$ cat config.mk
export PLATFORM = sky130hd
export DESIGN_NAME = rgb_to_hsv_converter
export DESIGN_NICKNAME = d
export VERILOG_FILES = /design/src/rtl/rhc_pkg.sv /design/src/rtl/rgb_to_hsv_converter.sv /design/src/rtl/rhc_front.sv /design/src/rtl/rhc_div.sv /design/src/rtl/rhc_back.sv
export SDC_FILE = /design/constraint.sdc
export NUM_CORES = 1
export LEC_CHECK = 0
export BUFFER_PORTS_ARGS = -buffer_cell sky130_fd_sc_hd__buf_2
export CAP_MARGIN = 20
export CORE_MARGIN = 2
export CORE_UTILIZATION = 49
export DETAILED_ROUTE_END_ITERATION = 8
export PLACE_DENSITY_LB_ADDON = 0.15
export RECOVER_POWER = 100
export SLEW_MARGIN = 20
export SYNTH_ARGS = -nofsm -noshare
export SYNTH_HDL_FRONTEND = slang
export SYNTH_SLANG_ARGS = --single-unit
$ cat constraint.sdc
create_clock -name clk -period 8.7 [get_ports clk]
set_clock_uncertainty 0.15 [all_clocks]
set_input_delay 0 -clock clk [delete_from_list [all_inputs] [get_ports clk]]
set_output_delay 0 -clock clk [all_outputs]
set_load 0.02 [all_outputs]
$ cat src/rtl/rhc_pkg.sv
package rhc_pkg;

	// Default sizes
	localparam int COMPONENT_BITS    = 8;
	localparam int HUE_FRACTION_BITS = 6;

	// Port widths
	localparam int IN_W  = 8;
	localparam int HUE_W = 15;
	localparam int SAT_W = 8;
	localparam int VAL_W = 8;

	// Hue geometry in whole degrees; 60 needs SECTOR_BITS bits
	localparam int DEG_SECTOR  = 60;
	localparam int DEG_FULL    = 360;
	localparam int SECTOR_BITS = 6;

	// Which component holds the maximum
	typedef enum logic [1:0] {
		SEC_RED,
		SEC_GREEN,
		SEC_BLUE
	} sector_t;

	// Per-item control that rides along the divider
	typedef struct packed {
		sector_t sector;
		logic    neg;
		logic    undef;
		logic    gray;
	} hue_ctl_t;

endpackage

$ cat src/rtl/rgb_to_hsv_converter.sv
// RGB to HSV pixel converter. Takes one pixel per clock while the output is taken and
// returns one result per pixel in order. Brightness is the largest component, saturation
// is floor(delta*fullscale/max), and hue is in 1/2^HUE_FRACTION_BITS degree (1/64 by
// default, range 0..23039), 0 for gray pixels; black sets hue_undefined with hue and
// saturation 0. Registered front stages find max, min and the dividends, two restoring
// dividers run side by side with one quotient bit per stage, and back stages add the
// sector offset and wrap the hue. Output stalls propagate back stage by stage, so empty
// stages keep filling while a result waits.
module rgb_to_hsv_converter #(
	parameter int COMPONENT_BITS    = rhc_pkg::COMPONENT_BITS,
	parameter int HUE_FRACTION_BITS = rhc_pkg::HUE_FRACTION_BITS
) (
	input  logic                      clk,
	input  logic                      arst_n,
	input  logic                      in_valid,
	output logic                      in_ready,
	input  logic [rhc_pkg::IN_W-1:0]  red,
	input  logic [rhc_pkg::IN_W-1:0]  green,
	input  logic [rhc_pkg::IN_W-1:0]  blue,
	output logic                      out_valid,
	input  logic                      out_ready,
	output logic [rhc_pkg::HUE_W-1:0] hue,
	output logic [rhc_pkg::SAT_W-1:0] saturation,
	output logic [rhc_pkg::VAL_W-1:0] brightness,
	output logic                      hue_undefined
);

	localparam int CB = COMPONENT_BITS;
	localparam int QH = rhc_pkg::SECTOR_BITS + HUE_FRACTION_BITS;
	localparam int QB = (CB > QH) ? CB : QH;
	localparam int NW = CB + QB;

	logic              f_valid, f_ready;
	logic [NW-1:0]     f_sat_num, f_hue_num;
	logic [CB-1:0]     f_mx, f_delta;
	rhc_pkg::hue_ctl_t f_ctl;

	logic              d_valid, d_ready;
	logic [QB-1:0]     d_quo_sat, d_quo_hue;
	logic [CB-1:0]     d_mx;
	rhc_pkg::hue_ctl_t d_ctl;

	// Extremes, sector and dividends
	rhc_front #(
		.CB (CB),
		.HF (HUE_FRACTION_BITS)
	) u_front (
		.clk       (clk),
		.arst_n    (arst_n),
		.in_valid  (in_valid),
		.in_ready  (in_ready),
		.red       (red),
		.green     (green),
		.blue      (blue),
		.out_valid (f_valid),
		.out_ready (f_ready),
		.sat_num   (f_sat_num),
		.hue_num   (f_hue_num),
		.mx        (f_mx),
		.delta     (f_delta),
		.ctl       (f_ctl)
	);

	// Saturation and hue quotients
	rhc_div #(
		.CB (CB),
		.QB (QB)
	) u_div (
		.clk       (clk),
		.arst_n    (arst_n),
		.in_valid  (f_valid),
		.in_ready  (f_ready),
		.num_a     (f_sat_num),
		.den_a     (f_mx),
		.num_b     (f_hue_num),
		.den_b     (f_delta),
		.ctl_in    (f_ctl),
		.out_valid (d_valid),
		.out_ready (d_ready),
		.quo_a     (d_quo_sat),
		.quo_b     (d_quo_hue),
		.den_a_out (d_mx),
		.ctl_out   (d_ctl)
	);

	// Offset, wrap and output register
	rhc_back #(
		.CB (CB),
		.HF (HUE_FRACTION_BITS)
	) u_back (
		.clk           (clk),
		.arst_n        (arst_n),
		.in_valid      (d_valid),
		.in_ready      (d_ready),
		.quo_sat       (d_quo_sat),
		.quo_hue       (d_quo_hue),
		.mx            (d_mx),
		.ctl           (d_ctl),
		.out_valid     (out_valid),
		.out_ready     (out_ready),
		.hue           (hue),
		.saturation    (saturation),
		.brightness    (brightness),
		.hue_undefined (hue_undefined)
	);

`ifndef ASSERT_OFF
	// A black pixel carries no hue and no saturation
	a_black_zero: assert property (@(posedge clk) disable iff (!arst_n)
		out_valid && hue_undefined |-> hue == '0 && saturation == '0 && brightness == '0)
		else $error("black item with nonzero hue, saturation or brightness");

	// A taking sink lets the whole pipeline advance, so input is open
	a_full_rate: assert property (@(posedge clk) disable iff (!arst_n)
		out_ready |-> in_ready)
		else $error("input blocked while output is being taken");

	// Hold a stalled result unchanged until it is taken
	a_out_hold: assert property (@(posedge clk) disable iff (!arst_n)
		out_valid && !out_ready |=> out_valid && $stable(hue) && $stable(saturation) &&
			$stable(brightness) && $stable(hue_undefined))
		else $error("stalled item changed or dropped");
`endif

endmodule

$ cat src/rtl/rhc_front.sv
module rhc_front #(
	parameter int CB = rhc_pkg::COMPONENT_BITS,
	parameter int HF = rhc_pkg::HUE_FRACTION_BITS
) (
	input  logic                     clk,
	input  logic                     arst_n,
	input  logic                     in_valid,
	output logic                     in_ready,
	input  logic [rhc_pkg::IN_W-1:0] red,
	input  logic [rhc_pkg::IN_W-1:0] green,
	input  logic [rhc_pkg::IN_W-1:0] blue,
	output logic                     out_valid,
	input  logic                     out_ready,
	output logic [CB+((CB > rhc_pkg::SECTOR_BITS+HF) ? CB : rhc_pkg::SECTOR_BITS+HF)-1:0] sat_num,
	output logic [CB+((CB > rhc_pkg::SECTOR_BITS+HF) ? CB : rhc_pkg::SECTOR_BITS+HF)-1:0] hue_num,
	output logic [CB-1:0]            mx,
	output logic [CB-1:0]            delta,
	output rhc_pkg::hue_ctl_t        ctl
);

	localparam int QH   = rhc_pkg::SECTOR_BITS + HF;
	localparam int QB   = (CB > QH) ? CB : QH;
	localparam int NW   = CB + QB;
	localparam int Sect = rhc_pkg::DEG_SECTOR * (2 ** HF);

	logic v_s1, v_s2, v_s3;
	logic rdy_s1, rdy_s2, rdy_s3;

	logic [CB-1:0] r_s1, g_s1, b_s1;

	logic [CB-1:0]        mx_c, mn_c;
	rhc_pkg::sector_t     sec_c;
	logic signed [CB:0]   diff_c;

	logic [CB-1:0]        mx_s2, mn_s2;
	rhc_pkg::sector_t     sec_s2;
	logic signed [CB:0]   diff_s2;

	logic [CB-1:0]        delta_c;
	logic signed [CB:0]   absd_c;
	logic [CB-1:0]        mag_c;
	logic [NW-1:0]        sat_num_c, hue_num_c;
	rhc_pkg::hue_ctl_t    ctl_c;

	logic [NW-1:0]        sat_num_s3, hue_num_s3;
	logic [CB-1:0]        mx_s3, delta_s3;
	rhc_pkg::hue_ctl_t    ctl_s3;

	// Advance a stage when it is empty or its successor advances
	assign rdy_s3   = !v_s3 || out_ready;
	assign rdy_s2   = !v_s2 || rdy_s3;
	assign rdy_s1   = !v_s1 || rdy_s2;
	assign in_ready = rdy_s1;

	always_ff @(posedge clk or negedge arst_n) begin
		if (!arst_n) begin
			v_s1 <= 1'b0;
			v_s2 <= 1'b0;
			v_s3 <= 1'b0;
		end else begin
			if (rdy_s1) v_s1 <= in_valid;
			if (rdy_s2) v_s2 <= v_s1;
			if (rdy_s3) v_s3 <= v_s2;
		end
	end

	// Capture the item, keeping only the component bits
	always_ff @(posedge clk) begin
		if (rdy_s1) begin
			r_s1 <= CB'(red);
			g_s1 <= CB'(green);
			b_s1 <= CB'(blue);
		end
	end

	// Find max, min and the sector; red wins ties, then green
	always_comb begin
		mx_c = r_s1;
		mn_c = r_s1;
		if (g_s1 > mx_c) mx_c = g_s1;
		if (b_s1 > mx_c) mx_c = b_s1;
		if (g_s1 < mn_c) mn_c = g_s1;
		if (b_s1 < mn_c) mn_c = b_s1;
		priority if (r_s1 >= g_s1 && r_s1 >= b_s1) begin
			sec_c  = rhc_pkg::SEC_RED;
			diff_c = $signed({1'b0, g_s1}) - $signed({1'b0, b_s1});
		end else if (g_s1 >= b_s1) begin
			sec_c  = rhc_pkg::SEC_GREEN;
			diff_c = $signed({1'b0, b_s1}) - $signed({1'b0, r_s1});
		end else begin
			sec_c  = rhc_pkg::SEC_BLUE;
			diff_c = $signed({1'b0, r_s1}) - $signed({1'b0, g_s1});
		end
	end

	always_ff @(posedge clk) begin
		if (rdy_s2) begin
			mx_s2   <= mx_c;
			mn_s2   <= mn_c;
			sec_s2  <= sec_c;
			diff_s2 <= diff_c;
		end
	end

	// Build both dividends: delta * fullscale and sector * |diff|
	always_comb begin
		delta_c       = mx_s2 - mn_s2;
		absd_c        = diff_s2[CB] ? -diff_s2 : diff_s2;
		mag_c         = absd_c[CB-1:0];
		sat_num_c     = NW'({delta_c, {CB{1'b0}}}) - NW'(delta_c);
		hue_num_c     = NW'(Sect) * NW'(mag_c);
		ctl_c.sector  = sec_s2;
		ctl_c.neg     = diff_s2[CB];
		ctl_c.undef   = (mx_s2 == '0);
		ctl_c.gray    = (delta_c == '0);
	end

	always_ff @(posedge clk) begin
		if (rdy_s3) begin
			sat_num_s3 <= sat_num_c;
			hue_num_s3 <= hue_num_c;
			mx_s3      <= mx_s2;
			delta_s3   <= delta_c;
			ctl_s3     <= ctl_c;
		end
	end

	assign out_valid = v_s3;
	assign sat_num   = sat_num_s3;
	assign hue_num   = hue_num_s3;
	assign mx        = mx_s3;
	assign delta     = delta_s3;
	assign ctl       = ctl_s3;

endmodule

$ cat src/rtl/rhc_div.sv
module rhc_div #(
	parameter int CB = rhc_pkg::COMPONENT_BITS,
	parameter int QB = rhc_pkg::COMPONENT_BITS
) (
	input  logic              clk,
	input  logic              arst_n,
	input  logic              in_valid,
	output logic              in_ready,
	input  logic [CB+QB-1:0]  num_a,
	input  logic [CB-1:0]     den_a,
	input  logic [CB+QB-1:0]  num_b,
	input  logic [CB-1:0]     den_b,
	input  rhc_pkg::hue_ctl_t ctl_in,
	output logic              out_valid,
	input  logic              out_ready,
	output logic [QB-1:0]     quo_a,
	output logic [QB-1:0]     quo_b,
	output logic [CB-1:0]     den_a_out,
	output rhc_pkg::hue_ctl_t ctl_out
);

	localparam int NW = CB + QB;

	// One quotient bit per stage, most significant first
	logic              v_s   [QB];
	logic              rdy   [QB];
	logic [NW-1:0]     rem_a_s [QB];
	logic [NW-1:0]     rem_b_s [QB];
	logic [CB-1:0]     den_a_s [QB];
	logic [CB-1:0]     den_b_s [QB];
	logic [QB-1:0]     q_a_s   [QB];
	logic [QB-1:0]     q_b_s   [QB];
	rhc_pkg::hue_ctl_t ctl_s   [QB];

	logic [NW-1:0]     pra   [QB];
	logic [NW-1:0]     prb   [QB];
	logic [CB-1:0]     pda   [QB];
	logic [CB-1:0]     pdb   [QB];
	logic [QB-1:0]     pqa   [QB];
	logic [QB-1:0]     pqb   [QB];
	rhc_pkg::hue_ctl_t pctl  [QB];
	logic [NW-1:0]     sha   [QB];
	logic [NW-1:0]     shb   [QB];
	logic              ge_a  [QB];
	logic              ge_b  [QB];

	// Ready ripples back from the output through every stage
	for (genvar k = 0; k < QB; k++) begin : g_rdy
		if (k == QB - 1) begin : g_last
			assign rdy[k] = !v_s[k] || out_ready;
		end else begin : g_mid
			assign rdy[k] = !v_s[k] || rdy[k+1];
		end
	end

	assign in_ready = rdy[0];

	always_ff @(posedge clk or negedge arst_n) begin
		if (!arst_n) begin
			for (int k = 0; k < QB; k++) begin
				v_s[k] <= 1'b0;
			end
		end else begin
			for (int k = 0; k < QB; k++) begin
				if (rdy[k]) v_s[k] <= (k == 0) ? in_valid : v_s[k-1];
			end
		end
	end

	// Trial-subtract the shifted divisor in each stage
	always_comb begin
		for (int k = 0; k < QB; k++) begin
			if (k == 0) begin
				pra[k]  = num_a;
				prb[k]  = num_b;
				pda[k]  = den_a;
				pdb[k]  = den_b;
				pqa[k]  = '0;
				pqb[k]  = '0;
				pctl[k] = ctl_in;
			end else begin
				pra[k]  = rem_a_s[k-1];
				prb[k]  = rem_b_s[k-1];
				pda[k]  = den_a_s[k-1];
				pdb[k]  = den_b_s[k-1];
				pqa[k]  = q_a_s[k-1];
				pqb[k]  = q_b_s[k-1];
				pctl[k] = ctl_s[k-1];
			end
			sha[k]  = NW'(pda[k]) << (QB - 1 - k);
			shb[k]  = NW'(pdb[k]) << (QB - 1 - k);
			ge_a[k] = (pra[k] >= sha[k]);
			ge_b[k] = (prb[k] >= shb[k]);
		end
	end

	always_ff @(posedge clk) begin
		for (int k = 0; k < QB; k++) begin
			if (rdy[k]) begin
				rem_a_s[k] <= ge_a[k] ? pra[k] - sha[k] : pra[k];
				rem_b_s[k] <= ge_b[k] ? prb[k] - shb[k] : prb[k];
				q_a_s[k]   <= {pqa[k][QB-2:0], ge_a[k]};
				q_b_s[k]   <= {pqb[k][QB-2:0], ge_b[k]};
				den_a_s[k] <= pda[k];
				den_b_s[k] <= pdb[k];
				ctl_s[k]   <= pctl[k];
			end
		end
	end

	assign out_valid = v_s[QB-1];
	assign quo_a     = q_a_s[QB-1];
	assign quo_b     = q_b_s[QB-1];
	assign den_a_out = den_a_s[QB-1];
	assign ctl_out   = ctl_s[QB-1];

endmodule

$ cat src/rtl/rhc_back.sv
module rhc_back #(
	parameter int CB = rhc_pkg::COMPONENT_BITS,
	parameter int HF = rhc_pkg::HUE_FRACTION_BITS
) (
	input  logic                      clk,
	input  logic                      arst_n,
	input  logic                      in_valid,
	output logic                      in_ready,
	input  logic [((CB > rhc_pkg::SECTOR_BITS+HF) ? CB : rhc_pkg::SECTOR_BITS+HF)-1:0] quo_sat,
	input  logic [((CB > rhc_pkg::SECTOR_BITS+HF) ? CB : rhc_pkg::SECTOR_BITS+HF)-1:0] quo_hue,
	input  logic [CB-1:0]             mx,
	input  rhc_pkg::hue_ctl_t         ctl,
	output logic                      out_valid,
	input  logic                      out_ready,
	output logic [rhc_pkg::HUE_W-1:0] hue,
	output logic [rhc_pkg::SAT_W-1:0] saturation,
	output logic [rhc_pkg::VAL_W-1:0] brightness,
	output logic                      hue_undefined
);

	localparam int QH   = rhc_pkg::SECTOR_BITS + HF;
	localparam int HW   = QH + 4;
	localparam int Sect = rhc_pkg::DEG_SECTOR * (2 ** HF);
	localparam int Full = rhc_pkg::DEG_FULL * (2 ** HF);
	localparam logic signed [HW-1:0] OffGreen = HW'(2 * Sect);
	localparam logic signed [HW-1:0] OffBlue  = HW'(4 * Sect);
	localparam logic signed [HW-1:0] FullS    = HW'(Full);

	logic v_s1, v_s2;
	logic rdy_s1, rdy_s2;

	logic signed [HW-1:0] qh_c, off_c, sum_c;

	logic signed [HW-1:0]        sum_s1;
	logic [rhc_pkg::SAT_W-1:0]   sat_s1;
	logic [rhc_pkg::VAL_W-1:0]   val_s1;
	logic                        undef_s1;

	logic [rhc_pkg::HUE_W-1:0]   hue_s2;
	logic [rhc_pkg::SAT_W-1:0]   sat_s2;
	logic [rhc_pkg::VAL_W-1:0]   val_s2;
	logic                        undef_s2;

	assign rdy_s2   = !v_s2 || out_ready;
	assign rdy_s1   = !v_s1 || rdy_s2;
	assign in_ready = rdy_s1;

	always_ff @(posedge clk or negedge arst_n) begin
		if (!arst_n) begin
			v_s1 <= 1'b0;
			v_s2 <= 1'b0;
		end else begin
			if (rdy_s1) v_s1 <= in_valid;
			if (rdy_s2) v_s2 <= v_s1;
		end
	end

	// Add the sector offset to the signed quotient; force zero for gray and black
	always_comb begin
		qh_c = $signed(HW'(quo_hue[QH-1:0]));
		unique case (ctl.sector)
			rhc_pkg::SEC_RED:   off_c = '0;
			rhc_pkg::SEC_GREEN: off_c = OffGreen;
			rhc_pkg::SEC_BLUE:  off_c = OffBlue;
			default:            off_c = '0;
		endcase
		if (ctl.undef || ctl.gray) begin
			sum_c = '0;
		end else begin
			sum_c = off_c + (ctl.neg ? -qh_c : qh_c);
		end
	end

	always_ff @(posedge clk) begin
		if (rdy_s1) begin
			sum_s1   <= sum_c;
			sat_s1   <= ctl.undef ? '0 : rhc_pkg::SAT_W'(quo_sat);
			val_s1   <= rhc_pkg::VAL_W'(mx);
			undef_s1 <= ctl.undef;
		end
	end

	// Wrap a negative hue by a full turn and hold the result
	always_ff @(posedge clk) begin
		if (rdy_s2) begin
			hue_s2   <= rhc_pkg::HUE_W'((sum_s1 < 0) ? sum_s1 + FullS : sum_s1);
			sat_s2   <= sat_s1;
			val_s2   <= val_s1;
			undef_s2 <= undef_s1;
		end
	end

	assign out_valid     = v_s2;
	assign hue           = hue_s2;
	assign saturation    = sat_s2;
	assign brightness    = val_s2;
	assign hue_undefined = undef_s2;

endmodule

==> impl_table.tex, run 1 <==
\begin{tabular}{lr}
\hline
Metric & Value \\
\hline
\multicolumn{2}{l}{\textbf{Outcome}} \\
Outcome & finished, violations left \\
Failing checks & capacitance limit, slew limit \\
\multicolumn{2}{l}{\textbf{Clock network}} \\
Number of buffers on the longest clock path & 3 \\
Worst-Skew Late Latency & 660 ps \\
Buffers inserted during post-CTS setup optimization & 0 \\
TritonCTS clock tree & done \\
Clock slew at reported path FFs & 60 ps \\
Clock root buffer master & clkbuf\_16 \\
Inserted Clock Buffers & 96 \\
Htree depth & 3 \\
Sinks on Clock Net & 909 \\
\multicolumn{2}{l}{\textbf{Critical path}} \\
Crit-path slowest cell & clkbuf\_1 \\
Critical path arrival & 6260 ps \\
Crit end category & flip-flop \\
Max FO, Critical Path & 57 \\
Reg2Reg Setup Slack & 2500 ps \\
CP Launch Type & flip-flop \\
Kind of critical path & reg2reg \\
Largest stage delay on the critical path & 1840 ps \\
CP cell instances & nand2b\_1, nor2\_1, inv\_1, buf\_4, nor4\_1, nand4\_1, buf\_4, nor2\_1, and2\_0, nand2\_2, clkbuf\_1 \\
Critical path data required time & 8760 ps \\
\multicolumn{2}{l}{\textbf{Floorplanning}} \\
Placement Rows & 110 \\
Initial core utilization & 49.44\% \\
Core area & 90010 um\^{}2 \\
Width of the die & 305.4 um \\
Number of top-level pins & 62 \\
Area enclosed by the die boundary & 93250 um\^{}2 \\
Height of the die & 305.4 um \\
\multicolumn{2}{l}{\textbf{GRT}} \\
Overall track demand over capacity in global routing & 16.59\% \\
GR Overflow Total & 0 \\
Vias in the first global route & 26220 \\
Wire length of the first global-routing pass & 126800 um \\
Antenna violations before repair & 3 \\
Largest net degree at the start of global routing & 73 \\
\multicolumn{2}{l}{\textbf{Timing}} \\
Maximum clock frequency & 161.3 MHz \\
Accumulated negative setup slack & 0 ps \\
Hold Vio Cnt, Final & 0 \\
RSZ-0062 raised after global routing & no \\
Post-Route Hold Slack & 236.1 ps \\
Shortest clock period the worst path allows after layout & 6198 ps \\
Crit share post-route & 71.24\% \\
Worst-case headroom to the max-slew limit & -151.3\% \\
Count of endpoints failing setup in the final report & 0 \\
Max Transition Viols Final & 766 \\
Transition time of the tightest slew-check pin & 3770 ps \\
\multicolumn{2}{l}{\textbf{Route}} \\
DRC & 0 \\
Iteration-0 DRC Markers & 1108 \\
Wire length per cell after detailed routing & 15.33 um \\
Remaining antenna violation count after routing & 0 \\
DR vias/cell & 5.239 \\
Routed wire length & 75920 um \\
Vias after detailed routing & 25940 \\
Drt first pass iters & 5 \\
\multicolumn{2}{l}{\textbf{Synthesis}} \\
Share of synthesized registers carrying an async set or reset & 1.870\% \\
Warning count from the yosys run & 0 \\
Post-synth EDFFs & 892 \\
Gate Count Post-Synth & 3495 \\
Average size of a mapped cell & 12.73 um\^{}2 \\
Synth unique cells & 82 \\
Predominant post-synthesis flop cell & edfxtp\_1 \\
Area of the mapped netlist & 44500 um\^{}2 \\
Post-Synthesis Net Count & 3825 \\
Count of state elements after synthesis & 909 \\
Fraction of the yosys area taken by sequential cells & 61.14\% \\
\multicolumn{2}{l}{\textbf{Power}} \\
Static Leak & 19.47 nW \\
Power density relative to cell area & 427.7 nW/um\^{}2 \\
Worst IR Drop VDD & 645.6 uV \\
\multicolumn{2}{l}{\textbf{Flow run}} \\
Max-cap check violation count & 15 \\
\multicolumn{2}{l}{\textbf{Placed design}} \\
PortBufs & 61 \\
Post-detailed-placement half-perimeter wirelength & 56070 um \\
GP Congestion & 0.9033 \\
\multicolumn{2}{l}{\textbf{Hold path}} \\
Min-delay worst type & reg2reg \\
\multicolumn{2}{l}{\textbf{Finish}} \\
Most common cell after layout, fill and taps aside & edfxtp\_1 \\
Total Nets Final & 4022 \\
Relative area change from synthesis to final layout & 11.67\% \\
Commonest cells after routing, fill and taps aside & edfxtp\_1 (892), inv\_1 (343), ha\_1 (265), nor2\_1 (261), o21ai\_0 (208) \\
Ratio of cells with drive above 1 in the final layout & 6.813\% \\
\hline
\end{tabular}
[sequential cells by signal, summed over array words and instances (netlist names), 9 cells and up]
name,flops
u_front.diff_s2,9
u_div.rem_b_s,160
u_front.sat_num,16
u_div.den_a_s,96
u_div.ctl_s,60
u_div.den_b_s,77
u_front.hue_num,12
u_div.q_b_s,78
u_div.q_a_s,36
u_back.sum_s1,16
u_div.rem_a_s,220
u_div.v_s,11
u_back.hue,15
[kinds of logic (layout without fill, tap and decap cells)]
logic type	Yosys count	after routing	share of synthesized area [%]
AO/OA/AOI/OAI	631	631	8.868
XOR/XNOR	242	242	4.763
adder cells (fa/ha/maj)	302	302	9.115
buffers and inverters	379	656	3.222
flip-flops	909	909	61.14
multiplexers	77	77	1.887
other	1	4	0.008426
AND/OR/NAND/NOR	954	954	10.99
[synth_stat cells (12+ instances only)]
cell | instances | area share, %
nand3b_1 | 13 | 0.22
inv_1 | 344 | 2.9
a211oi_1 | 18 | 0.30
ha_1 | 265 | 7.5
mux2_2 | 47 | 1.2
o21ai_0 | 207 | 2.3
dfrtp_1 | 17 | 0.96
or4_1 | 30 | 0.51
xor2_1 | 119 | 2.3
a31oi_1 | 21 | 0.30
a21oi_1 | 148 | 1.7
fa_1 | 37 | 1.7
or2_2 | 23 | 0.32
xnor2_1 | 123 | 2.4
nor2b_1 | 73 | 1.0
nand4b_1 | 12 | 0.24
nand3_1 | 25 | 0.28
o31ai_1 | 35 | 0.59
nand4_1 | 32 | 0.45
a21o_1 | 29 | 0.49
nand2b_1 | 66 | 0.93
o31a_1 | 18 | 0.35
nand2_1 | 190 | 1.6
edfxtp_1 | 892 | 60
mux2i_1 | 28 | 0.63
nor4_1 | 48 | 0.67
a21boi_0 | 19 | 0.32
nor3_1 | 92 | 1.0
or3_1 | 43 | 0.60
nor2_1 | 260 | 2.2
clkbuf_1 | 28 | 0.24
o21a_1 | 61 | 1.0
[path summary, 6_finish.rpt]
kind | from | endpoint | depth (start not counted)
max | u_back.out_valid | u_front.hue_num[15] | 11
min reg2reg | u_div.q_b_s[1][0] | u_div.q_b_s[1][13] | 0
min in group asynchronous | arst_n | u_front.v_s1 | 3
min | u_div.q_b_s[1][0] | u_div.q_b_s[1][13] | 0
max reg2reg | u_back.out_valid | u_front.hue_num[15] | 11
max in group asynchronous | arst_n | u_div.v_s[3] | 3
[worst max-delay path: cells and delay by family (launching register included)]
| family | cells | cell delay, ps |
|---|---|---|
| and+or+nand+nor | 7 | 2240 |
| DFF | 1 | 380 |
| buffers and inverters | 4 | 2920 |
[layout make-up]
class	instances	area, um^2
clock inverters	57	493.0
fillers	7515	40310
well taps	1176	1471
repair buffers	132	855.8
flip-flops and latches	909	27210
clock buffers	121	2557
inverters	346	1300
diodes	3	7.507
multi-input cells	2207	15800
[per-stage QoR]
stage               total power, W  cell area, um^2  setup WS, ps  cells  util (%)
finish                     0.02125            49700          2502   4951     55.21
floorplan                  0.01546            44500          2004   3495         -
global route               0.02309            49700          1786   4951     55.21
CTS                        0.02154            49900          3504   4948     55.44
global placement           0.01738            46320          3996   4718     51.46
detailed placement         0.01753            46330          3972   4718     51.47
[where the power goes]
part / total (W) / leakage [nW] / switching [W] / internal [W]
combinational: 0.00870 / 8.67 / 0.00473 / 0.00397
sequential: 0.00866 / 9.32 / 0.00104 / 0.00762
clock: 0.00390 / 1.48 / 0.00163 / 0.00226
[per-layer routing]
metal	track usage (%)	vias up	share of wire, %
met2	31.66	364	53
met4	6.622	0	3.7
met3	2.704	179	3.1
met1	18.18	12160	40
li1	-	13240	-
met5	0	-	0
[timing repair]
item,in CTS,in global routing
gates resized for setup,0,0
hold buffers,52,0
endpoints found under the hold margin,42,0
(Power assumes the default switching activity.)
==> run 2: changes to the inputs <==
==> constraint.sdc (replaced) <==
create_clock -name clk -period 5.5 [get_ports clk]
set_clock_uncertainty 0.15 [all_clocks]
set_input_delay 0 -clock clk [delete_from_list [all_inputs] [get_ports clk]]
set_output_delay 0 -clock clk [all_outputs]
set_load 0.02 [all_outputs]
==> run 2 against run 1 <==
Compared with the run above: the flow still finishes with violations (capacitance limit, slew limit); fmax increased by 34%; power increased by 61%; non-clock buffer count increased by 6; global-route usage increased by 0.17 points; critical endpoint is now u_div.ctl_s[2][4]; routed wire length increased by 1.5%; first-iteration DRC count increased by 8.5%; design area increased by 0.85%.
==> impl_table.tex, run 2 (same netlist as run 1, synthesis figures left out) <==
\begin{tabular}{lr}
\hline
Metric & Value \\
\hline
\multicolumn{2}{l}{\textbf{Clock network}} \\
Number of buffers on the longest clock path & 3 (unchanged) \\
Htree depth & 3 (unchanged) \\
Clock slew at reported path FFs & 60 ps (about the same) \\
Inserted Clock Buffers & 98 (+2.1\%) \\
TritonCTS clock tree & done \\
Clock root buffer master & clkbuf\_16 \\
Worst-Skew Late Latency & 680 ps (+20 ps) \\
Sinks on Clock Net & 909 (unchanged) \\
Buffers inserted during post-CTS setup optimization & 0 (unchanged) \\
\multicolumn{2}{l}{\textbf{Finish}} \\
Commonest cells after routing, fill and taps aside & edfxtp\_1 (892), inv\_1 (345), ha\_1 (265), nor2\_1 (260), o21ai\_0 (208) \\
Total Nets Final & 4030 (+0.20\%) \\
Relative area change from synthesis to final layout & 12.63\% \\
Largest registers & u\_div.rem\_a\_s x220, u\_div.rem\_b\_s x160, u\_div.den\_a\_s x96 \\
Filler Cell Count & 7533 (+0.24\%) \\
Number of non-filler instances in the completed layout & 4961 (+0.20\%) \\
Flip-flop count of the largest register, all copies and words added & 220 (unchanged) \\
Number of antenna diodes & 0 (-3) \\
Final instance area & 50120 um\^{}2 (+0.85\%) \\
Most common cell after layout, fill and taps aside & edfxtp\_1 \\
Ratio of cells with drive above 1 in the final layout & 7.345\% (+0.53 points) \\
Most flops, register & u\_div.rem\_a\_s \\
\multicolumn{2}{l}{\textbf{Power}} \\
Net switching component of the power & 0.01189 W (+61\%) \\
Clock share of power & 19.8\% (+1.5 points) \\
Power share of the combinational group & 40.3\% (-0.6 points) \\
Sw frac & 34.71\% (-0.12 points) \\
Static Leak & 19.66 nW (+0.95\%) \\
Total internal power & 0.02236 W (+61\%) \\
Worst IR Drop VDD & 961.7 uV (+49\%) \\
Relative contribution of sequential cells to total power & 39.9\% (-0.8 points) \\
Power density relative to cell area & 683.4 nW/um\^{}2 (+60\%) \\
Post-layout power & 0.03425 W (+61\%) \\
\multicolumn{2}{l}{\textbf{Placed design}} \\
Post-detailed-placement half-perimeter wirelength & 57020 um (+1.7\%) \\
PortBufs & 61 (unchanged) \\
GP Congestion & 0.8866 (-1.8\%) \\
Post-Place Worst Slack & 981.8 ps (-2990 ps) \\
Number of placed instances with taps included & 4722 (+0.085\%) \\
Placed instance area & 46400 um\^{}2 (+0.15\%) \\
\multicolumn{2}{l}{\textbf{GRT}} \\
Antenna violations before repair & 0 (-3) \\
Wire length of the first global-routing pass & 127800 um (+0.79\%) \\
Vias in the first global route & 26440 (+0.85\%) \\
GR Overflow Total & 0 (unchanged) \\
Largest net degree at the start of global routing & 74 (+1.4\%) \\
Overall track demand over capacity in global routing & 16.75\% (+0.17 points) \\
\multicolumn{2}{l}{\textbf{Route}} \\
Vias after detailed routing & 26050 (+0.42\%) \\
DRC & 0 (unchanged) \\
DR vias/cell & 5.251 (+0.22\%) \\
Iteration-0 DRC Markers & 1202 (+8.5\%) \\
Wire length per cell after detailed routing & 15.53 um (+1.3\%) \\
Drt first pass iters & 6 (+1) \\
Routed wire length & 77050 um (+1.5\%) \\
Remaining antenna violation count after routing & 0 (unchanged) \\
\multicolumn{2}{l}{\textbf{Critical path}} \\
Max FO, Critical Path & 36 (-37\%) \\
Reg2Reg Setup Slack & 880 ps (-1620 ps) \\
Critical Path End & u\_div.ctl\_s[2][4] \\
Crit-path slowest cell & nand2b\_1 \\
CP Launch Type & flip-flop \\
Largest stage delay on the critical path & 1170 ps (-670 ps) \\
Kind of critical path & reg2reg \\
Reg2reg start & u\_back.out\_valid \\
CP startpoint & u\_back.out\_valid \\
Critical path data required time & 5660 ps (-3100 ps) \\
Critical path arrival & 4780 ps (-1480 ps) \\
CP cell instances & nand2b\_1, nor2\_4, clkinvlp\_2, buf\_4, nor2\_1, nand2\_1, clkbuf\_1 \\
Crit end category & flip-flop \\
R2r worst-path depth & 7 (-4) \\
Critical register-to-register path endpoint & u\_div.ctl\_s[2][4] \\
\multicolumn{2}{l}{\textbf{Floorplanning}} \\
Placement Rows & 110 (unchanged) \\
Number of top-level pins & 62 (unchanged) \\
Height of the die & 305.4 um (unchanged) \\
Core area & 90010 um\^{}2 (unchanged) \\
Area enclosed by the die boundary & 93250 um\^{}2 (unchanged) \\
Width of the die & 305.4 um (unchanged) \\
Initial core utilization & 49.44\% (unchanged) \\
\multicolumn{2}{l}{\textbf{Timing}} \\
Transition time of the tightest slew-check pin & 2570 ps (-1200 ps) \\
Post-Route Hold Slack & 220.7 ps (-15.42 ps) \\
Final Worst Setup Slack & 878.7 ps (-1624 ps) \\
Crit share post-route & 84.02\% (+13 points) \\
Hold Vio Cnt, Final & 0 (unchanged) \\
Count of endpoints failing setup in the final report & 0 (unchanged) \\
Shortest clock period the worst path allows after layout & 4621 ps (-1576 ps) \\
Maximum clock frequency & 216.4 MHz (+34\%) \\
RSZ-0062 raised after global routing & no \\
Max Transition Viols Final & 315 (-59\%) \\
Worst-case headroom to the max-slew limit & -73.78\% (+78 points) \\
\multicolumn{2}{l}{\textbf{Hold path}} \\
Min-delay worst type & reg2reg \\
\multicolumn{2}{l}{\textbf{Flow run}} \\
Max-cap check violation count & 7 (-8) \\
\multicolumn{2}{l}{\textbf{Outcome}} \\
Outcome & finished, violations left \\
Failing checks & capacitance limit, slew limit \\
\hline
\end{tabular}
==> run 2: changes by cell type in the layout (fill, tap and decap cells not counted), moves of 3 or more <==
cell,previous run,this run
bufinv_16,6,16
clkinvlp_4,6,11
clkbuf_2,0,7
clkbuf_1,76,64
clkbuf_8,4,0
clkinv_16,0,3
clkinv_2,20,17
diode_2,3,0
==> run 2: final cells by class <==
cell class                      count  area, um^2  share of cell area (%)
Timing Repair Buffer              138       922.1                   1.840
Clock inverter                     72       893.4                   1.782
Inverter                          346        1300                   2.594
Clock buffer                      113        2509                   5.005
Tap cell                         1176        1471                   2.936
Sequential cell                   909       27210                   54.29
Multi-Input combinational cell   2207       15810                   31.55
==> run 2: critical path, delay by kind of cell, from the launching register on <==
kind / cells / cell delay [ps]
buffers and inverters: 3 / 1240
DFF: 1 / 400
and+or+nand+nor: 4 / 2440
==> run 2: metal layers <==
| metal | up-vias | track usage, % | share of wire [%] |
|---|---|---|---|
| met2 | 328 | 32.87 | 55 |
| met4 | 0 | 6.461 | 3.5 |
| met5 | - | 0 | 0 |
| li1 | 13240 | - | - |
| met1 | 12320 | 17.67 | 39 |
| met3 | 168 | 2.732 | 2.9 |
==> run 2: worst min-delay path by stage <==
| stage | cells after the start | endpoint | slack [ps] | startpoint |
|---|---|---|---|---|
| 2_1_floorplan | 0 | u_back.out_valid | -450 | arst_n |
| 5_1_grt | 0 | u_div.ctl_s[1][6] | 240 | u_div.ctl_s[1][1] |
| 3_3_place_gp | 1 | u_front.v_s1 | -190 | arst_n |
| 3_5_place_dp | 1 | u_front.v_s1 | -190 | arst_n |
| 6_report | 0 | u_div.ctl_s[1][6] | 220 | u_div.ctl_s[1][1] |
| 4_1_cts | 0 | u_div.ctl_s[1][6] | 220 | u_div.ctl_s[1][1] |
==> run 2: what timing repair did <==
action	in CTS	in global routing
resized for setup	0	0
hold buffers	53	0
hold endpoints to repair	76	0
==> run 2: per-stage QoR <==
step	TNS, ps	util (%)
floorplan	-20780	-
global placement	0	51.54
detailed placement	0	51.55
finish	0	55.68
CTS	0	55.92
global route	0	55.68
==> run 2: power groups by stage <==
stage / clock network (W) / logic, W / registers, W
floorplan: 0 / 0.0112 / 0.0133
global placement: 0 / 0.0137 / 0.0137
detailed placement: 0 / 0.0140 / 0.0138
CTS: 0.00696 / 0.0141 / 0.0137
global route: 0.00724 / 0.0159 / 0.0140
finish: 0.00677 / 0.0138 / 0.0137
==> run 3: changes to the inputs <==
==> constraint.sdc (replaced) <==
create_clock -name clk -period 3.9 [get_ports clk]
set_clock_uncertainty 0.15 [all_clocks]
set_input_delay 0 -clock clk [delete_from_list [all_inputs] [get_ports clk]]
set_output_delay 0 -clock clk [all_outputs]
set_load 0.02 [all_outputs]
==> run 3 against run 2 <==
Compared with the run above: the run ends with capacitance limit, slew limit, setup timing left; largest power group unchanged; first-iteration DRC count grew 0.50%; clock power is 31% higher; non-clock buffer count rose by 81; die area unchanged; sequential power rose by 40%; critical path depth grew 8; worst setup slack worse by 1100 ps.
==> impl_table.tex, run 3 (same netlist as run 1, synthesis figures left out) <==
\begin{tabular}{lr}
\hline
Metric & Value \\
\hline
\multicolumn{2}{l}{\textbf{Clock network}} \\
Htree depth & 3 (unchanged) \\
Sinks on Clock Net & 909 (unchanged) \\
Number of buffers on the longest clock path & 3 (unchanged) \\
Inserted Clock Buffers & 97 (-1.0\%) \\
Worst-Skew Late Latency & 660 ps (-20 ps) \\
Clock root buffer master & clkbuf\_16 \\
TritonCTS clock tree & done \\
Clock slew at reported path FFs & 60 ps (about the same) \\
\multicolumn{2}{l}{\textbf{Finish}} \\
Total Nets Final & 4110 (+2.0\%) \\
Largest registers & u\_div.rem\_a\_s x220, u\_div.rem\_b\_s x160, u\_div.den\_a\_s x96 \\
Commonest cells after routing, fill and taps aside & edfxtp\_1 (892), inv\_1 (337), ha\_1 (263), nor2\_1 (260), o21ai\_0 (203) \\
Footprint of the multi-input gates & 15930 um\^{}2 (+0.75\%) \\
Final core utilization & 56.07\% (+0.39 points) \\
Most common cell after layout, fill and taps aside & edfxtp\_1 \\
Ratio of cells with drive above 1 in the final layout & 9.157\% (+1.8 points) \\
Flip-flop count of the largest register, all copies and words added & 220 (unchanged) \\
Most flops, register & u\_div.rem\_a\_s \\
Filler Cell Count & 7454 (-1.0\%) \\
Number of antenna diodes & 0 (unchanged) \\
Number of non-filler instances in the completed layout & 5031 (+1.4\%) \\
Combined flip-flop and latch cell area & 27210 um\^{}2 (unchanged) \\
Relative area change from synthesis to final layout & 13.41\% \\
\multicolumn{2}{l}{\textbf{Outcome}} \\
Failing checks & capacitance limit, slew limit, setup timing \\
Outcome & finished, violations left \\
\multicolumn{2}{l}{\textbf{Placed design}} \\
PortBufs & 61 (unchanged) \\
GP Congestion & 0.8704 (-1.8\%) \\
Post-detailed-placement half-perimeter wirelength & 56710 um (-0.55\%) \\
Number of placed instances with taps included & 4790 (+1.4\%) \\
Post-Place Worst Slack & -360.5 ps (-1342 ps) \\
\multicolumn{2}{l}{\textbf{Critical path}} \\
Critical path data required time & 4160 ps (-1500 ps) \\
CP startpoint & u\_front.diff\_s2[1] \\
CP Launch Type & flip-flop \\
Max FO, Critical Path & 3 (-92\%) \\
Buffers \& Inverters on Critical Path & 3 (unchanged) \\
Crit-path slowest cell & or4\_4 \\
CP cell instances & or3\_4, buf\_4, nand2\_1, xor2\_1, buf\_4, fa\_1, fa\_1, inv\_1, ha\_4, nand2\_1, o21ai\_2, or4\_4, a31o\_4, a21oi\_2, xnor2\_1 \\
Crit end category & flip-flop \\
Critical register-to-register path endpoint & u\_front.hue\_num[19] \\
Largest stage delay on the critical path & 550 ps (-620 ps) \\
Kind of critical path & reg2reg \\
CP delay by family, top & adder cells \\
R2r worst-path depth & 15 (+8) \\
Critical Path Stages & 15 (+8) \\
Critical Path End & u\_front.hue\_num[19] \\
Reg2reg start & u\_front.diff\_s2[1] \\
Critical path arrival & 4380 ps (-400 ps) \\
Reg2Reg Setup Slack & -220 ps (-1100 ps) \\
\multicolumn{2}{l}{\textbf{Route}} \\
Vias after detailed routing & 26330 (+1.1\%) \\
Remaining antenna violation count after routing & 0 (unchanged) \\
Drt first pass iters & 5 (-1) \\
Wire length per cell after detailed routing & 15.27 um (-1.7\%) \\
DR vias/cell & 5.234 (-0.32\%) \\
Routed wire length & 76840 um (-0.28\%) \\
DRC & 0 (unchanged) \\
Iteration-0 DRC Markers & 1208 (+0.50\%) \\
\multicolumn{2}{l}{\textbf{Flow run}} \\
Max-cap check violation count & 6 (-1) \\
\multicolumn{2}{l}{\textbf{Power}} \\
Relative contribution of sequential cells to total power & 39.1\% (-0.8 points) \\
Sw frac & 34.64\% (-0.077 points) \\
Worst IR Drop VDD & 1417 uV (+47\%) \\
Net switching component of the power & 0.01706 W (+43\%) \\
Power density relative to cell area & 975.8 nW/um\^{}2 (+43\%) \\
Static Leak & 19.90 nW (+1.2\%) \\
Total internal power & 0.03219 W (+44\%) \\
Clock share of power & 18.0\% (-1.8 points) \\
Power share of the combinational group & 42.9\% (+2.6 points) \\
\multicolumn{2}{l}{\textbf{Floorplanning}} \\
Number of top-level pins & 62 (unchanged) \\
Height of the die & 305.4 um (unchanged) \\
Core area & 90010 um\^{}2 (unchanged) \\
Width of the die & 305.4 um (unchanged) \\
Placement Rows & 110 (unchanged) \\
Initial core utilization & 49.44\% (unchanged) \\
Area enclosed by the die boundary & 93250 um\^{}2 (unchanged) \\
\multicolumn{2}{l}{\textbf{Hold path}} \\
Instance count along the most critical hold path & 6 (+6) \\
Min-delay worst type & in2reg \\
\multicolumn{2}{l}{\textbf{Timing}} \\
Hold Vio Cnt, Final & 0 (unchanged) \\
Transition time of the tightest slew-check pin & 2077 ps (-493.3 ps) \\
Count of endpoints failing setup in the final report & 2 (+2) \\
Worst-case headroom to the max-slew limit & -38.48\% (+35 points) \\
RSZ-0062 raised after global routing & yes \\
Shortest clock period the worst path allows after layout & 4122 ps (-499.1 ps) \\
Accumulated negative setup slack & -243.0 ps (-243.0 ps) \\
Crit share post-route & 105.7\% (+22 points) \\
Maximum clock frequency & 242.6 MHz (+12\%) \\
Final Worst Setup Slack & -222.2 ps (-1101 ps) \\
Max Transition Viols Final & 279 (-11\%) \\
\multicolumn{2}{l}{\textbf{GRT}} \\
Overall track demand over capacity in global routing & 16.69\% (-0.061 points) \\
Wire length of the first global-routing pass & 127800 um (about the same) \\
GR Overflow Total & 0 (unchanged) \\
Antenna violations before repair & 0 (unchanged) \\
Largest net degree at the start of global routing & 69 (-6.8\%) \\
Vias in the first global route & 26760 (+1.2\%) \\
\hline
\end{tabular}
run 3: cell count changes in the layout (fill, tap and decap cells not counted), sizes merged:
cell,previous run,this run
clkinv,42,39
inv,348,345
clkbuf,170,202
bufinv,16,8
buf,28,90
clkinvlp,12,2
run 3: power groups by stage:
| stage | combinational [W] | clock (W) | sequential (W) |
|---|---|---|---|
| floorplan | 0.0158 | 0 | 0.0187 |
| global placement | 0.0201 | 0 | 0.0193 |
| detailed placement | 0.0204 | 0 | 0.0194 |
| CTS | 0.0214 | 0.00911 | 0.0193 |
| global route | 0.0241 | 0.00952 | 0.0198 |
| finish | 0.0211 | 0.00886 | 0.0192 |
run 3: cell type report:
| class | instances | share of cell area [%] |
|---|---|---|
| clock buffer | 126 | 5.169 |
| clock inverter | 48 | 0.9073 |
| inverter | 346 | 2.586 |
| multi-input combinational | 2207 | 31.57 |
| sequential | 909 | 53.92 |
| tap | 1176 | 2.915 |
| timing repair buffer | 219 | 2.938 |
run 3: worst min-delay path by stage:
stage / startpoint / slack, ps / endpoint
finish: out_ready / 210 / u_div.out_valid
global route: out_ready / 230 / u_div.out_valid
CTS: out_ready / 130 / u_div.out_valid
detailed placement: arst_n / -190 / u_front.v_s1
global placement: arst_n / -190 / u_front.v_s2
floorplan: arst_n / -450 / u_back.out_valid
run 3: timing repair:
item / 4_1_cts / 5_1_grt
hold endpoints to repair: 78 / 0
resized for setup: 24 / 14
setup endpoints to repair: 2 / 18
pin swaps: 15 / 14
buffers inserted: 11 / 5
hold buffers: 53 / 0
run 3: routing by layer:
| metal | vias to the layer above | GRT usage [%] | share of wire (%) | routed length, um |
|---|---|---|---|---|
| met2 | 399 | 32.10 | 53 | 40960 |
| met4 | 0 | 7.779 | 4.1 | 3162 |
| li1 | 13390 | - | - | - |
| met1 | 12370 | 17.66 | 39 | 30130 |
| met3 | 177 | 2.669 | 3.4 | 2580 |
| met5 | - | 0 | 0 | 0 |
run 3: stage by stage:
| stage | cell area (um^2) | total power, W | hold WS, ps |
|---|---|---|---|
| finish | 50470 | 0.04925 | 210.7 |
| global route | 50470 | 0.05338 | 233.9 |
| CTS | 50710 | 0.04975 | 133.6 |
| detailed placement | 46940 | 0.03987 | -185.7 |
| global placement | 46940 | 0.03945 | -191.3 |
| floorplan | 44540 | 0.03449 | -445.6 |
run 3: worst min-delay path: stages:
cell           delay [ps]
dlygate4sd3_1         520
buf_2                  90
nand2b_2              110
nor2_1                 80
nand2_1               100
nand2b_1               50
